**config.mk**
```make
export PLATFORM = sky130hd
export DESIGN_NAME = sez_cell
export DESIGN_NICKNAME = d
export VERILOG_FILES = /design/src/hw/rtl/sez_pkg.sv /design/src/hw/rtl/sez_cell.sv
export SDC_FILE = /design/constraint.sdc
export NUM_CORES = 1
export LEC_CHECK = 0
export BUFFER_PORTS_ARGS = -buffer_cell sky130_fd_sc_hd__buf_2
export CAP_MARGIN = 15
export CORE_MARGIN = 4
export CORE_UTILIZATION = 55
export CTS_CLUSTER_DIAMETER = 50
export DETAILED_ROUTE_END_ITERATION = 10
export PLACE_DENSITY = 0.8
export SLEW_MARGIN = 20
export SYNTH_ARGS = -nofsm -noshare
export SYNTH_HDL_FRONTEND = slang
export SYNTH_SLANG_ARGS = --single-unit
export TNS_END_PERCENT = 100
```
**constraint.sdc**
```tcl
create_clock -name clk_i -period 14.7 [get_ports clk_i]
set_input_delay 2.94 -clock clk_i [delete_from_list [all_inputs] [get_ports clk_i]]
set_output_delay 2.94 -clock clk_i [all_outputs]
set_load 0.02 [all_outputs]
```
**src/hw/rtl/sez_pkg.sv**
```systemverilog
// Shared types and constants for the screen exclusion zone alpha block.
// No dependencies; used by sez_cell and the top level.
package sez_pkg;

  localparam int unsigned SW = 36;  // signed working width for Q16.16 bounds

  localparam logic [16:0] ALPHA_ONE = 17'd65536;

  localparam logic [0:0] OP_QUERY = 1'b0;
  localparam logic [0:0] OP_WRITE = 1'b1;

  localparam logic [2:0] CFG_ENABLE = 3'd0;
  localparam logic [2:0] CFG_COUNT  = 3'd1;
  localparam logic [2:0] CFG_FADE   = 3'd2;
  localparam logic [2:0] CFG_WIDTH  = 3'd3;
  localparam logic [2:0] CFG_HEIGHT = 3'd4;

  typedef struct packed {
    logic               opcode;
    logic        [2:0]  zone_index;
    logic        [15:0] zone_left;
    logic        [15:0] zone_top;
    logic        [15:0] zone_extent_x;
    logic        [15:0] zone_extent_y;
    logic signed [15:0] point_x;
    logic signed [15:0] point_y;
    logic        [13:0] half_width;
    logic        [13:0] half_height;
  } in_t;

  typedef struct packed {
    logic [16:0] alpha;
    logic        inside_zone;
  } out_t;

  typedef struct packed {
    logic [15:0] left;
    logic [15:0] top;
    logic [15:0] ext_x;
    logic [15:0] ext_y;
  } zone_t;

  // Query token handed from cell to cell.
  typedef struct packed {
    logic                 valid;
    logic                 hit;
    logic                 found;
    logic        [15:0]   best_d;
    logic signed [SW-1:0] u;
    logic signed [SW-1:0] v;
    logic signed [SW-1:0] pad_x;
    logic signed [SW-1:0] pad_y;
  } tok_t;

endpackage

```
**src/hw/rtl/sez_cell.sv**
```systemverilog
// One zone cell: holds a rectangle, tests the passing query token against it.
// Depends on sez_pkg.
module sez_cell #(
  parameter int IDX = 0
) (
  input  logic                clk_i,
  input  logic                rst_ni,
  input  logic                wr_en_i,
  input  logic [2:0]          wr_idx_i,
  input  sez_pkg::zone_t      wr_zone_i,
  input  logic [3:0]          count_i,
  input  logic [15:0]         fade_i,
  input  sez_pkg::tok_t       tok_i,
  output sez_pkg::tok_t       tok_o
);

  localparam int unsigned W = sez_pkg::SW;

  sez_pkg::zone_t zone_q;
  sez_pkg::tok_t  tok_q, tok_d;

  logic signed [W-1:0] l, t, ex, ey, fe, x0, x1, y0, y1;
  logic signed [W-1:0] dx, dy, dm;
  logic                active, in_zone, fringe;

  always_ff @(posedge clk_i) begin
    if (wr_en_i && int'(wr_idx_i) == IDX) begin
      zone_q <= wr_zone_i;
    end
  end

  always_comb begin
    l  = $signed({20'd0, zone_q.left});
    t  = $signed({20'd0, zone_q.top});
    ex = $signed({20'd0, zone_q.ext_x});
    ey = $signed({20'd0, zone_q.ext_y});
    fe = $signed({20'd0, fade_i});
    x0 = l - tok_i.pad_x;
    x1 = l + ex + tok_i.pad_x;
    y0 = t - tok_i.pad_y;
    y1 = t + ey + tok_i.pad_y;
    active = int'(count_i) > IDX;
    in_zone = tok_i.u >= x0 && tok_i.u <= x1 && tok_i.v >= y0 && tok_i.v <= y1;
    fringe = fade_i != '0 && tok_i.u >= x0 - fe && tok_i.u <= x1 + fe &&
             tok_i.v >= y0 - fe && tok_i.v <= y1 + fe;
    dx = (x0 - tok_i.u > tok_i.u - x1) ? x0 - tok_i.u : tok_i.u - x1;
    dy = (y0 - tok_i.v > tok_i.v - y1) ? y0 - tok_i.v : tok_i.v - y1;
    dm = dx > dy ? dx : dy;
    if (dm < 0) begin
      dm = '0;
    end
    tok_d = tok_i;
    if (tok_i.valid && active && !tok_i.hit) begin
      if (in_zone) begin
        tok_d.hit = 1'b1;
      end else if (fringe && (!tok_i.found || dm[15:0] < tok_i.best_d)) begin
        // inside the fringe the distance never exceeds the fade width
        tok_d.found  = 1'b1;
        tok_d.best_d = dm[15:0];
      end
    end
  end

  always_ff @(posedge clk_i or negedge rst_ni) begin
    if (!rst_ni) begin
      tok_q <= '0;
    end else begin
      tok_q <= tok_d;
    end
  end

  assign tok_o = tok_q;

endmodule
```
==> impl_metrics.tcl <==
set metrics [dict create \
    reg2reg_depth 66 \
    drt_iter0_drc 2416 \
    timing.rr.start "l[1]$_DFFE_PP_" \
    die_x_um 246 \
    worstSetupPathType "in -> reg" \
    yosys.area.top_type_share 0.229 \
    fin_crit_ps 14130 \
    dieArea_mm2 0.0606 \
    synth_area_leaders "ha_1, dfrtp_1, xnor2_1, edfxtp_1, a21oi_1" \
    cellPowerDensity_mw_per_mm2 147 \
    hold_violations 0 \
    synth_top_cells_by_count "ha_1, a21oi_1, inv_1, nor2_1, xnor2_1" \
    worst-path-stages 57 \
    ys.flop_type "dfrtp_1" \
    synth_edf_count 64 \
    crit_path_start "tok_i[36]" \
    avgViaCountPerCell 5.95 \
    setup_tns_ps 0 \
    critPathMaxFanout 17 \
    total_power_mw 5.39 \
    cts_tree "built" \
    drive_gt1_frac 0.174 \
    ys_warn_count 0 \
    coreArea_mm2 0.0563 \
    cap_violations 0 \
    area_growth_pct 17.8 \
    ys_async_sr_fraction 0.718 \
    syn_nets 4654 \
    grt_max_degree 66 \
    grt_pass1_vias 28661 \
    overflow 0 \
    endpoint_kind "register" \
    hold_class "reg -> reg" \
    root_buffer "clkbuf_16" \
    ant_nets 0 \
    place_inst 5096 \
    clk_pin_slew_ps 60 \
    grtUsageTotal 0.311 \
    portBuffers 415 \
    setup_viol 0 \
    vias 30681 \
    wirelength_mm 99.0 \
    timing.hold.ws_ps 1500 \
    num_rows 87 \
    setup_ws_ps 570 \
    clock_latency_ps 570 \
    pre_cts_slack_ps -290 \
    nets 5221 \
    cp_top_family "simple AND/OR/NAND/NOR gates" \
    antenna_found_initial 3 \
    cellLeakagePower_nw 17.6 \
    synth_largest_area_cell "ha_1" \
    peakVddDrop_v 0.000127 \
    clock_sinks 227 \
    ys_seq_elements 227 \
    clockBufferDepth 3 \
    fin_skew_ps 28.1 \
    syn_avg_cell_area_um2 8.18 \
    syn_inst 3815 \
    slew_violations 0 \
    endpoint "tok_o[147]$_DFF_PN0_" \
    htreeDepth 1 \
    worst_r2r_endpoint "tok_o[147]$_DFF_PN0_" \
    ios 416 \
    crit_slowest_cell "or4b_1" \
    cpMostUsedCell "ha_1" \
    rrSetupSlack_ps 780 \
    yosysMostFrequentCell "ha_1" \
    fillCellCount 4937 \
    worst_pin_slew_ps 921 \
    dr.pass1.iters 6 \
    start_kind "input pin" \
    stdcell_count 5160 \
    worstPathRequired_ps 15130 \
    yosys.cell_types.count 92 \
    initial_utilization 0.554 \
    synth_area_mm2 0.0312 \
    max_freq_mhz 70.8 \
    yosysSeqAreaShare 0.192 \
    critical_path_buf_inv_count 6 \
    status "finished clean" \
    drc 0 \
    finalCritPeriodShare 0.961 \
    relSlewSlack 0.382 \
    arrival_ps 14560 \
    cts_inserted_buffers 27 \
    crit_path_max_incr_delay_ps 490 \
    die_height_um 246 \
    wl_per_cell_um 19.2 \
    grt_pass1_wl_mm 152 \
    place_congestion 0.995 \
    dpl.hpwl_mm 83.9 \
]
==> worst min path at each step <==
stage	start	to	slack, ps	depth (start not counted)
floorplan	ex[0]$_DFFE_PP_	tok_o[144]$_DFF_PN0_	1150	7
global placement	ex[0]$_DFFE_PP_	tok_o[144]$_DFF_PN0_	1460	7
detailed placement	ex[0]$_DFFE_PP_	tok_o[144]$_DFF_PN0_	1450	7
CTS	ex[0]$_DFFE_PP_	tok_o[144]$_DFF_PN0_	1480	7
global route	ex[0]$_DFFE_PP_	tok_o[144]$_DFF_PN0_	1580	7
finish	ex[0]$_DFFE_PP_	tok_o[144]$_DFF_PN0_	1500	7
==> cells by family (layout without fill, tap and decap cells) <==
family / after synthesis / after routing / share of synthesized area
other: 0 / 2 / 0
adder cells (fa/ha/maj): 586 / 586 / 0.238
XOR/XNOR: 404 / 404 / 0.113
multiplexers: 30 / 30 / 0.0104
AND/OR/NAND/NOR: 1147 / 1147 / 0.185
flip-flops: 227 / 227 / 0.192
AO/OA/AOI/OAI: 1064 / 1064 / 0.217
buffers and inverters: 357 / 944 / 0.0432
==> worst register-to-register path: cells and delay by family, from the launching register on <==
family / cells / cell delay [ps]
compound gates: 31 / 5630
simple gates: 23 / 4840
mux: 2 / 560
xor+xnor: 2 / 230
flops: 1 / 410
buf+inv: 2 / 370
fa+ha+maj: 6 / 1760
==> routing by layer <==
| layer | part of all wire | up-vias | wire, µm | global-route usage |
|---|---|---|---|---|
| li1 | - | 15017 | - | - |
| met1 | 0.43 | 14356 | 42800 | 0.426 |
| met2 | 0.45 | 1110 | 44300 | 0.498 |
| met3 | 0.079 | 196 | 7850 | 0.0459 |
| met4 | 0.041 | 2 | 4040 | 0.119 |
| met5 | 0.00012 | - | 12 | 0 |
==> layout by cell type (no fill, tap or decap), types with 10 or more instances in the layout <==
cell type	count
nand3_1	89
mux2i_1	10
ha_1	572
buf_4	177
and4_1	10
nor3_1	94
a31oi_1	19
a211oi_1	21
and2_1	16
fa_1	14
xnor2_1	247
or2_2	22
o21a_1	68
a21oi_2	18
o21ai_0	201
dfrtp_1	163
nand4_1	93
inv_1	297
and3_1	28
nor2_1	285
a21o_1	152
nor2b_1	70
o21bai_1	38
nand2_1	244
clkbuf_16	28
o211ai_1	27
nor4_1	37
nand2b_1	58
a211o_1	11
edfxtp_1	64
nor3b_1	16
or3_1	40
o21ai_1	15
o31ai_1	17
xor2_1	147
mux2_2	12
a21oi_1	327
buf_2	414
==> what timing repair did <==
action | CTS | global route
setup buffers | 0 | 13
setup endpoints to repair | 0 | 16
hold buffers | 0 | 0
resized for setup | 0 | 92
endpoints found under the hold margin | 0 | 0
==> sequential cells by signal, summed over array words and instances (netlist names) <==
signal and count:
tok_o 163, l 16, ey 16, t 16, ex 16
==> area by class of cell <==
| cell class | count | area, µm² | share of cell area |
|---|---|---|---|
| antenna | 2 | 5.00 | 0.000136 |
| clock buffer | 35 | 757 | 0.0206 |
| clock inverter | 14 | 195 | 0.00531 |
| inverter | 298 | 1120 | 0.0305 |
| multi-input combinational | 3231 | 24200 | 0.659 |
| sequential | 227 | 6000 | 0.163 |
| tap | 756 | 946 | 0.0257 |
| timing repair buffer | 597 | 3490 | 0.0951 |
==> power by group <==
| part | total, mW | internal (mW) | switching (mW) |
|---|---|---|---|
| clock | 0.712 | 0.435 | 0.276 |
| sequential | 0.689 | 0.680 | 0.00893 |
| combinational | 3.99 | 1.70 | 2.29 |
| total | 5.39 | 2.81 | 2.57 |
==> through the flow <==
step,util,cell area [µm²]
2_1_floorplan,-,31200
3_3_place_gp,0.628,35300
3_5_place_dp,0.628,35300
4_1_cts,0.645,36300
5_1_grt,0.653,36800
6_report,0.653,36800
No activity file was read; power rests on OpenSTA's default activity.
