`src/hw/rtl/sez_div.sv`:
```
// Restoring divider, 32-bit dividend by 16-bit divisor, one quotient bit per cycle.
// Uses no package items.
module sez_div (
  input  logic        clk_i,
  input  logic        rst_ni,
  input  logic        go_i,
  input  logic [31:0] dividend_i,
  input  logic [15:0] divisor_i,
  output logic        done_o,
  output logic [31:0] quo_o,
  output logic        rem_nz_o
);

  logic        busy_q, busy_d;
  logic        done_q, done_d;
  logic [4:0]  cnt_q, cnt_d;
  logic [15:0] rem_q, rem_d;
  logic [31:0] quo_q, quo_d;
  logic [15:0] dvs_q, dvs_d;
  logic [16:0] r, diff;
  logic        ge;

  always_comb begin
    r      = {rem_q, quo_q[31]};
    diff   = r - {1'b0, dvs_q};
    ge     = r >= {1'b0, dvs_q};
    busy_d = busy_q;
    done_d = 1'b0;
    cnt_d  = cnt_q;
    rem_d  = rem_q;
    quo_d  = quo_q;
    dvs_d  = dvs_q;
    if (go_i) begin
      busy_d = 1'b1;
      cnt_d  = '0;
      rem_d  = '0;
      quo_d  = dividend_i;
      dvs_d  = divisor_i;
    end else if (busy_q) begin
      rem_d = ge ? diff[15:0] : r[15:0];
      quo_d = {quo_q[30:0], ge};
      cnt_d = cnt_q + 5'd1;
      if (cnt_q == 5'd31) begin
        busy_d = 1'b0;
        done_d = 1'b1;
      end
    end
  end

  always_ff @(posedge clk_i or negedge rst_ni) begin
    if (!rst_ni) begin
      busy_q <= 1'b0;
      done_q <= 1'b0;
      cnt_q  <= '0;
    end else begin
      busy_q <= busy_d;
      done_q <= done_d;
      cnt_q  <= cnt_d;
    end
  end

  always_ff @(posedge clk_i) begin
    rem_q <= rem_d;
    quo_q <= quo_d;
    dvs_q <= dvs_d;
  end

  assign done_o   = done_q;
  assign quo_o    = quo_q;
  assign rem_nz_o = rem_q != '0;

endmodule

```
`config.mk`:
```
export PLATFORM = sky130hd
export DESIGN_NAME = sez_div
export DESIGN_NICKNAME = d
export VERILOG_FILES = /design/src/hw/rtl/sez_div.sv
export SDC_FILE = /design/constraint.sdc
export NUM_CORES = 1
export LEC_CHECK = 0
export BUFFER_PORTS_ARGS = -buffer_cell sky130_fd_sc_hd__buf_4
export CORE_UTILIZATION = 25
export DETAILED_ROUTE_END_ITERATION = 8
export PLACE_DENSITY = 0.45
export SYNTH_ARGS = -nofsm -noshare
export SYNTH_HDL_FRONTEND = slang
export SYNTH_SLANG_ARGS = --single-unit
```
`constraint.sdc`:
```
create_clock -name clk_i -period 3.27 [get_ports clk_i]
set_clock_uncertainty 0.05 [all_clocks]
set_input_delay 0.1635 -clock clk_i [delete_from_list [all_inputs] [get_ports clk_i]]
set_output_delay 0.1635 -clock clk_i [all_outputs]
set_load 0.03 [all_outputs]
```
==> results of run 1 <==
sequential cells by signal (all words and copies together), names as in the netlist:
name	count
quo_o	32
busy_q	1
cnt_q	5
done_o	1
rem_q	16
dvs_q	16
kinds of logic (layout without fill, tap and decap cells):
family	after synthesis	count (layout)	synth area share [%]
buf+inv	34	144	3.816
simple gates	75	75	10.20
mux	41	41	11.84
xor+xnor	8	8	1.842
flops	71	71	50.92
fa+ha+maj	19	19	6.447
compound gates	80	80	14.93
stage by stage:
stage | power (mW) | instance area, um2 | hold WS [ns] | std cells
after floorplan | 1.320 | 3804 | -0.1821 | 328
after global placement | 1.484 | 4636 | -0.06876 | 589
after detailed placement | 1.483 | 4636 | -0.06923 | 589
after CTS | 2.457 | 5092 | 0.05823 | 622
after global routing | 2.518 | 5092 | 0.06304 | 622
final | 2.427 | 5092 | 0.07329 | 622
cells in the mapped netlist (3+ instances only):
cell type / number
edfxtp_1: 48
mux2_2: 32
inv_1: 23
nor2_1: 22
ha_1: 18
dfxtp_1: 16
nand2_1: 16
a21oi_1: 14
o21ai_0: 12
mux2i_1: 9
o21ai_1: 9
dfrtp_1: 7
nor4_1: 7
clkbuf_1: 6
a21o_1: 5
nor3_1: 5
xnor2_1: 5
a311oi_1: 4
a32oi_1: 4
and3_1: 4
nand2b_1: 4
o21a_1: 4
a211oi_1: 3
nor2b_1: 3
xor2_1: 3
per-layer routing:
layer  wire (um)  vias to the layer above  part of all wire, %  track usage [%]
li1            -                     1454                    -                -
met1        4493                     1442                   46            16.72
met2        4564                      110                   46            20.28
met3         591                       14                  6.0            2.567
met4         184                        0                  1.9            6.456
met5           0                        -                    0                0
critical path, delay by kind of cell (launching register included):
family | cells | cell delay, ns
AO/OA/AOI/OAI | 4 | 1.50
adder cells (fa/ha/maj) | 1 | 0.42
buffers and inverters | 1 | 0.04
flip-flops | 1 | 0.33
AND/OR/NAND/NOR | 2 | 0.50
worst min-delay path by stage:
| stage | end | depth (start not counted) |
|---|---|---|
| after global routing | quo_o[16]$_DFFE_PP_ | 2 |
| after CTS | quo_o[15]$_DFFE_PP_ | 2 |
| after global placement | cnt_q[1]$_DFFE_PN0P_ | 1 |
| after floorplan | busy_q$_DFF_PN0_ | 0 |
| after detailed placement | cnt_q[1]$_DFFE_PN0P_ | 1 |
| final | quo_o[24]$_DFFE_PP_ | 2 |
final cells by class:
cell class	count	area share, %
tap	184	4.521
multi-input combinational	223	33.81
inverter	23	1.695
clock inverter	7	1.204
clock buffer	9	4.423
timing repair buffer	105	16.31
sequential	71	38.03
power by group through the flow:
stage / Sequential [mW] / Combinational, mW / Clock (mW)
floorplan: 1.16 / 0.162 / 0
global placement: 1.08 / 0.401 / 0
detailed placement: 1.08 / 0.401 / 0
CTS: 1.07 / 0.418 / 0.974
global route: 1.07 / 0.445 / 0.999
finish: 1.06 / 0.416 / 0.948
==> summary.txt, run 1 <==
Cells and area
  • Most frequent cells in the layout: buf_4 (88), edfxtp_1 (48), mux2_2 (32)
  • Ant diodes: 0
  • Fillers: 1459
  • Layout area overhead: 33.88%
  • Commonest non-fill, non-tap cell in the layout: buf_4
  • Multi-input logic area: 1722 um2
  • Share of cells above drive strength 1: 32.88%
  • FF+latch area: 1937 um2
  • Core Util, Final: 34.64%
  • Layout Nets: 503

Drt
  • Post-route ant nets: 0
  • Vias after detailed routing: 3020
  • Vias per cell: 4.855
  • Initial DRT Pass Iterations: 7
  • Drt wl/cell: 15.81 um
  • DR iter-0 viols: 183
  • Final wirelength: 9.833 mm
  • DRC violations left: 0

Clocking
  • H-Tree Depth: 3
  • Clock tree sinks: 71
  • Total setup buffers inserted after CTS: 0
  • Clock root buffer: clkbuf_16
  • Hold buffer count at cts: 17
  • Clk_lat worst skew: 0.34 ns
  • Clock Tree Buf Depth: 2
  • # resized after CTS: 0
  • Reg clk slew, reported paths: 0.07 ns
  • Inserted Clock Buffers: 9
  • CTS tree: built

Worst setup path
  • Crit-path slowest cell: a31oi_2
  • WS Path Type: register to register
  • R2R setup slack: 0.33 ns
  • Worst R2R End: rem_q[10]$_SDFFE_PP0P_
  • WP data required: 3.47 ns
  • Critical Path Fanout Max: 14
  • Critical path launch point: dvs_q[11]$_DFFE_PP_
  • FF-to-FF path depth: 8
  • End point of the critical path: rem_q[10]$_SDFFE_PP0P_
  • Crit path DAT: 3.14 ns
  • CP Launch Type: register
  • Reg2Reg Launch Point: dvs_q[11]$_DFFE_PP_
  • Crit-path cells: inv_1 > ha_1 > nand3_2 > nor4_2 > a31oi_1 > a31oi_2 > o311ai_1 > a311oi_1
  • Crit. End Element: register
  • Largest stage delay on the critical path: 0.80 ns

Status
  • Status: complete, no violations

Hold path
  • Worst min path class: input port to register
  • Startpoint of the worst hold path: dividend_i[24]

Global routing
  • GRT overflow: 0
  • All-Layer GR Usage: 12.84%
  • Initial antenna violation count: 0
  • Pin count of the biggest net entering global routing: 37
  • First-pass GRT wire length: 15.66 mm
  • Number of global-route vias before repair: 3024

Floorplan
  • Core area: 14700 um2
  • IO Count: 85
  • Die extent in y: 125.3 um
  • Cell Rows: 44
  • Initial Util: 25.88%
  • Chip Width: 125.3 um
  • Die footprint: 15710 um2

Run
  • Max-cap violations: 0

Power and ir drop
  • Combinational Power Share: 17.1%
  • Switching pwr: 0.6734 mW
  • P_leak: 2.176 nW
  • Switching Fraction: 27.75%
  • P_int: 1.754 mW
  • Max rail drop VDD: 222.5 uV
  • Clock power share: 39.0%
  • Flop pwr share: 43.8%
  • PwrDens: 476.6 nW/um2

Yosys
  • Post-synthesis cell count: 328
  • EDFF count, synth: 48
  • Sequential element share of the synthesized area: 50.92%
  • Synth top area cells: edfxtp_1 (38%), mux2_2 (9.5%), dfxtp_1 (8.4%), ha_1 (5.9%), dfrtp_1 (4.6%)
  • Post-Syn Area: 3804 um2
  • Syn Nets: 398
  • Post-synth cell types: 59
  • Syn_area_per_cell: 11.60 um2
  • Ys async rst share: 9.859%
  • Synth Flop Type: edfxtp_1
  • Synth top area share: 37.89%
  • Synth area leader: edfxtp_1
  • Seq cells post-synth: 71
  • Ys Warns: 0

Timing
  • Peak Freq: 0.3403 GHz
  • Final setup fails: 0
  • Ratio of final minimum period to clock period: 89.87%
  • Max Slew Vio Count: 0
  • Final Hold Violating Endpoints: 0
  • Final worst slack: 0.3311 ns
  • Slew HR: 36.99%
  • Worst-Margin Slew: 0.9421 ns
  • Fin Setup TNS: 0 ns
  • Clock period minus worst slack: 2.939 ns
  • Unrepaired setup endpoints after global routing: false

Place
  • Port bufs: 84
  • Dpl hpwl: 7.045 mm
  • Routability Congestion: 0.8369
  • Pre-CTS setup slack: 0.3760 ns
No activity file was read; power rests on OpenSTA's default activity.
==> run 2, diff against run 1 <==
Settings changed: CTS_BUF_LIST set to sky130_fd_sc_hd__clkbuf_8.
==> run 2 against run 1 <==
Against the previous run: core utilization shrank 0.69 points; worst hold slack worse by 0.029 ns; worst setup slack improved by 0.022 ns; sequential power about the same; die area is the same; final cell count unchanged; fmax grew 0.74%; critical path depth is the same; critical path type unchanged.
==> summary.txt, run 2 (synthesized netlist as in run 1, its figures left out) <==
Status
  • Status: complete, no violations

Worst setup path
  • Critical Path Fanout Max: 14 (unchanged)
  • FF-to-FF path depth: 8 (unchanged)
  • WS Path Type: register to register
  • Crit-path cells: inv_1 > ha_1 > nand3_2 > nor4_2 > a31oi_1 > a31oi_2 > o311ai_1 > a311oi_1
  • CP Buf/Inv Count: 1 (unchanged)
  • Crit path DAT: 3.14 ns (about the same)
  • Crit-path slowest cell: a31oi_2
  • Largest stage delay on the critical path: 0.82 ns (+0.02 ns)
  • Reg2Reg Launch Point: dvs_q[11]$_DFFE_PP_
  • Crit. End Element: register
  • WP data required: 3.50 ns (+0.03 ns)
  • Worst R2R End: rem_q[10]$_SDFFE_PP0P_
  • Worst path top cell family by delay: compound AO/OA/AOI/OAI gates
  • R2R setup slack: 0.35 ns (+0.02 ns)
  • CP Launch Type: register

Drt
  • Initial DRT Pass Iterations: 7 (unchanged)
  • Vias after detailed routing: 3018 (-0.066%)
  • DR iter-0 viols: 228 (+25%)
  • Post-route ant nets: 0 (unchanged)
  • DRC violations left: 0 (unchanged)
  • Vias per cell: 4.852 (about the same)
  • Drt wl/cell: 15.64 um (-1.0%)
  • Final wirelength: 9.731 mm (-1.0%)

Global routing
  • Number of global-route vias before repair: 3028 (+0.13%)
  • GRT overflow: 0 (unchanged)
  • Pin count of the biggest net entering global routing: 37 (unchanged)
  • All-Layer GR Usage: 12.80% (-0.038 points)
  • Initial antenna violation count: 0 (unchanged)
  • First-pass GRT wire length: 15.61 mm (-0.31%)

Place
  • Routability Congestion: 0.8369 (unchanged)
  • Placed Instances: 589 (unchanged)
  • Dpl hpwl: 7.045 mm (unchanged)
  • Port bufs: 84 (unchanged)

Cells and area
  • Layout area overhead: 31.22%
  • Ant diodes: 0 (unchanged)
  • Share of cells above drive strength 1: 32.88% (unchanged)
  • Layout Nets: 503 (unchanged)
  • Post-route insts no fill: 622 (unchanged)
  • Most frequent cells in the layout: buf_4 (88), edfxtp_1 (48), mux2_2 (32)
  • Max reg flops: 32 (unchanged)
  • Commonest non-fill, non-tap cell in the layout: buf_4

Floorplan
  • Core area: 14700 um2 (unchanged)
  • Cell Rows: 44 (unchanged)
  • IO Count: 85 (unchanged)
  • Initial Util: 25.88% (unchanged)
  • Chip Width: 125.3 um (unchanged)
  • Die footprint: 15710 um2 (unchanged)
  • Die extent in y: 125.3 um (unchanged)

Clocking
  • Clk_lat worst skew: 0.37 ns (+0.03 ns)
  • Hold buffer count at cts: 17 (unchanged)
  • # resized after CTS: 0 (unchanged)
  • Clock root buffer: clkbuf_8
  • Total setup buffers inserted after CTS: 0 (unchanged)
  • CTS tree: built
  • Inserted Clock Buffers: 9 (unchanged)
  • Clock tree sinks: 71 (unchanged)
  • H-Tree Depth: 3 (unchanged)
  • Reg clk slew, reported paths: 0.09 ns (+0.02 ns)
  • Clock Tree Buf Depth: 2 (unchanged)

Timing
  • Peak Freq: 0.3428 GHz (+0.74%)
  • Final setup fails: 0 (unchanged)
  • Clock period minus worst slack: 2.917 ns (-0.02158 ns)
  • Max Slew Vio Count: 0 (unchanged)
  • Worst-Margin Slew: 0.9630 ns (+0.02089 ns)
  • Slew HR: 35.60% (-1.4 points)
  • Unrepaired setup endpoints after global routing: false
  • Fin Setup TNS: 0 ns (unchanged)
  • Ratio of final minimum period to clock period: 89.21% (-0.66 points)
  • Final Hold Violating Endpoints: 0 (unchanged)

Hold path
  • Worst min path class: input port to register
  • Hold Path Stages: 2 (unchanged)
  • Startpoint of the worst hold path: dividend_i[24]
  • Hold Path Sink: quo_o[24]$_DFFE_PP_

Run
  • Max-cap violations: 0 (unchanged)

Power and ir drop
  • P_leak: 2.130 nW (-2.1%)
  • PwrDens: 431.2 nW/um2 (-9.5%)
  • Max rail drop VDD: 216.1 uV (-2.9%)
-- run 2: cell counts in the layout (fill, tap and decap cells not counted) --
No cell type changed its count.
-- run 2: where the power goes --
part / leakage (nW) / internal, mW / switching (mW) / total, mW
Clock: 0.0892 / 0.291 / 0.384 / 0.675
Combinational: 1.32 / 0.194 / 0.222 / 0.415
Sequential: 0.717 / 1.03 / 0.0332 / 1.06
Total: 2.13 / 1.51 / 0.639 / 2.15
-- run 2: cell type report --
type | count | area (um2)
well taps | 184 | 230.2
clock buffers | 9 | 123.9
inverters | 23 | 86.33
multi-input cells | 223 | 1722
repair buffers | 105 | 830.8
clock inverters | 7 | 61.31
fillers | 1470 | 9708
flip-flops and latches | 71 | 1937
-- run 2: stage by stage --
stage	power (mW)	hold WS, ns	setup slack (ns)	cell area (um2)	util [%]
finish	2.152	0.04396	0.3527	4991	33.95
detailed placement	1.483	-0.06923	0.3760	4636	31.54
CTS	2.186	0.01928	0.3295	4991	33.95
floorplan	1.320	-0.1821	0.7636	3804	-
global placement	1.484	-0.06876	0.4461	4636	31.54
global route	2.246	0.02607	0.1322	4991	33.95
-- run 2: worst max path at each step --
stage,startpoint,endpoint,slack [ns],cells after the start
final,dvs_q[11]$_DFFE_PP_,rem_q[10]$_SDFFE_PP0P_,0.35,8
after global placement,dvs_q[11]$_DFFE_PP_,rem_q[10]$_SDFFE_PP0P_,0.45,8
after detailed placement,dvs_q[11]$_DFFE_PP_,rem_q[10]$_SDFFE_PP0P_,0.38,8
after global routing,dvs_q[11]$_DFFE_PP_,rem_q[10]$_SDFFE_PP0P_,0.13,8
after floorplan,quo_o[31]$_DFFE_PP_,rem_q[14]$_SDFFE_PP0P_,0.76,9
after CTS,dvs_q[11]$_DFFE_PP_,rem_q[10]$_SDFFE_PP0P_,0.33,8
-- run 2: worst reg2reg max path, stage by stage (launching register included) --
cell and delay [ns]:
edfxtp_1 0.34, inv_1 0.04, ha_1 0.41, nand3_2 0.15, nor4_2 0.32, a31oi_1 0.17
a31oi_2 0.82, o311ai_1 0.23, a311oi_1 0.30
-- run 2: routing by layer --
| metal | vias to the layer above | global-route usage [%] | wire (um) |
|---|---|---|---|
| li1 | 1460 | - | - |
| met1 | 1424 | 16.55 | 4337 |
| met2 | 119 | 20.34 | 4557 |
| met3 | 15 | 2.567 | 637 |
| met4 | 0 | 6.456 | 199 |
| met5 | - | 0 | 0 |
==> run 3, diff against run 2 <==
Settings changed: RECOVER_POWER set to 25.
==> run 3 against run 2 <==
Against the previous run: the run now ends with max-capacitance violations, max-slew violations left; clock power about the same; final cell count unchanged; worst setup slack lost 0.027 ns; via count decreased by 0.30%.
==> summary.txt, run 3 (synthesized netlist as in run 1, its figures left out) <==
Cells and area
  • Layout Nets: 503 (unchanged)
  • Post-route insts no fill: 622 (unchanged)
  • Most frequent cells in the layout: buf_4 (70), edfxtp_1 (48), mux2_2 (32)
  • Commonest non-fill, non-tap cell in the layout: buf_4
  • Max reg flops: 32 (unchanged)
  • Layout area overhead: 31.02%
  • Ant diodes: 0 (unchanged)
  • Share of cells above drive strength 1: 32.42% (-0.46 points)
  • Final Instance Area: 4984 um2 (-0.15%)
  • Fillers: 1472 (+0.14%)
  • Core Util, Final: 33.90% (-0.051 points)

Floorplan
  • Die extent in y: 125.3 um (unchanged)
  • Core area: 14700 um2 (unchanged)
  • Cell Rows: 44 (unchanged)
  • Initial Util: 25.88% (unchanged)
  • Chip Width: 125.3 um (unchanged)
  • Die footprint: 15710 um2 (unchanged)
  • IO Count: 85 (unchanged)

Worst setup path
  • Largest stage delay on the critical path: 0.82 ns (about the same)
  • Reg2Reg Launch Point: dvs_q[11]$_DFFE_PP_
  • Critical Path Fanout Max: 14 (unchanged)
  • Crit-path cells: inv_1 > ha_1 > nand3_2 > nor4_2 > a31oi_1 > a31oi_2 > o311ai_1 > a311oi_1
  • Crit path DAT: 3.17 ns (+0.03 ns)
  • WP data required: 3.50 ns (about the same)
  • Worst path top cell family by delay: compound AO/OA/AOI/OAI gates
  • Critical path launch point: dvs_q[11]$_DFFE_PP_
  • CP Launch Type: register
  • WS Path Type: register to register
  • Crit. End Element: register
  • CP Buf/Inv Count: 1 (unchanged)
  • Crit-path slowest cell: a31oi_2

Timing
  • Max Slew Vio Count: 29 (+29)
  • Ratio of final minimum period to clock period: 90.05% (+0.84 points)
  • Slew HR: -17.02% (-53 points)
  • Clock period minus worst slack: 2.945 ns (+0.02738 ns)
  • Final setup fails: 0 (unchanged)
  • Final worst slack: 0.3253 ns (-0.02738 ns)
  • Fin Setup TNS: 0 ns (unchanged)
  • Worst-Margin Slew: 1.755 ns (+0.7923 ns)
  • Unrepaired setup endpoints after global routing: false
  • Peak Freq: 0.3396 GHz (-0.93%)
  • Final Hold Violating Endpoints: 0 (unchanged)
  • Fin Hold WS: 0.04217 ns (-0.001789 ns)

Status
  • Status: finished, violations left
  • Violated checks: max-capacitance violations, max-slew violations

Hold path
  • Worst min path class: input port to register
  • Startpoint of the worst hold path: dividend_i[24]

Clocking
  • Inserted Clock Buffers: 9 (unchanged)
  • Clock tree sinks: 71 (unchanged)
  • # resized after CTS: 0 (unchanged)
  • CTS tree: built
  • Clock Tree Buf Depth: 2 (unchanged)
  • Clk_lat worst skew: 0.37 ns (about the same)
  • Reg clk slew, reported paths: 0.09 ns (about the same)
  • Total setup buffers inserted after CTS: 0 (unchanged)
  • Hold buffer count at cts: 17 (unchanged)
  • Clock root buffer: clkbuf_8
  • H-Tree Depth: 3 (unchanged)

Global routing
  • Initial antenna violation count: 0 (unchanged)
  • All-Layer GR Usage: 12.80% (unchanged)
  • Pin count of the biggest net entering global routing: 37 (unchanged)
  • First-pass GRT wire length: 15.61 mm (unchanged)
  • GRT overflow: 0 (unchanged)
  • Number of global-route vias before repair: 3028 (unchanged)

Place
  • Dpl hpwl: 7.045 mm (unchanged)
  • Placed Instances: 589 (unchanged)
  • Placed Area: 4636 um2 (unchanged)
  • Routability Congestion: 0.8369 (unchanged)
  • Port bufs: 84 (unchanged)
  • Pre-CTS setup slack: 0.3760 ns (unchanged)

Run
  • Max-cap violations: 1 (+1)

Drt
  • Final wirelength: 9.733 mm (about the same)
  • Drt wl/cell: 15.65 um (about the same)
  • Vias after detailed routing: 3009 (-0.30%)
  • DR iter-0 viols: 213 (-6.6%)
  • DRC violations left: 0 (unchanged)
  • Initial DRT Pass Iterations: 6 (-1)
  • Vias per cell: 4.838 (-0.30%)
  • Post-route ant nets: 0 (unchanged)

Power and ir drop
  • P_leak: 2.119 nW (-0.49%)
  • Power Total: 2.152 mW (about the same)
  • Max rail drop VDD: 217.5 uV (+0.67%)
  • PwrDens: 431.8 nW/um2 (+0.15%)
[run 3: where the power goes]
| group | internal [mW] | leakage (nW) | total [mW] | switching [mW] |
|---|---|---|---|---|
| Clock | 0.291 | 0.0892 | 0.676 | 0.385 |
| Sequential | 1.03 | 0.717 | 1.06 | 0.0332 |
| Combinational | 0.192 | 1.31 | 0.413 | 0.221 |
[run 3: final cells by class]
class / count / area, um2 / area share (%)
Sequential cell: 71 / 1937 / 38.87
Multi-Input combinational cell: 223 / 1722 / 34.55
Timing Repair Buffer: 105 / 823.3 / 16.52
Tap cell: 184 / 230.2 / 4.620
Clock buffer: 9 / 123.9 / 2.486
Inverter: 23 / 86.33 / 1.732
Clock inverter: 7 / 61.31 / 1.230
[run 3: layer usage]
layer / track usage (%) / up-vias / wire length, um
li1: - / 1455 / -
met1: 16.55 / 1425 / 4401
met2: 20.34 / 112 / 4527
met3: 2.567 / 17 / 597
met4: 6.456 / 0 / 208
met5: 0 / - / 0
[run 3: final timing paths]
path,to,slack (ns),depth (start not counted)
worst max-delay path,rem_q[10]$_SDFFE_PP0P_,0.33,8
worst min-delay path,quo_o[24]$_DFFE_PP_,0.04,2
worst max register to register,rem_q[10]$_SDFFE_PP0P_,0.33,8
worst min register to register,rem_q[5]$_SDFFE_PP0P_,0.44,2
max in group asynchronous,cnt_q[0]$_DFFE_PN0P_,2.72,2
min in group asynchronous,cnt_q[2]$_DFFE_PN0P_,0.17,2
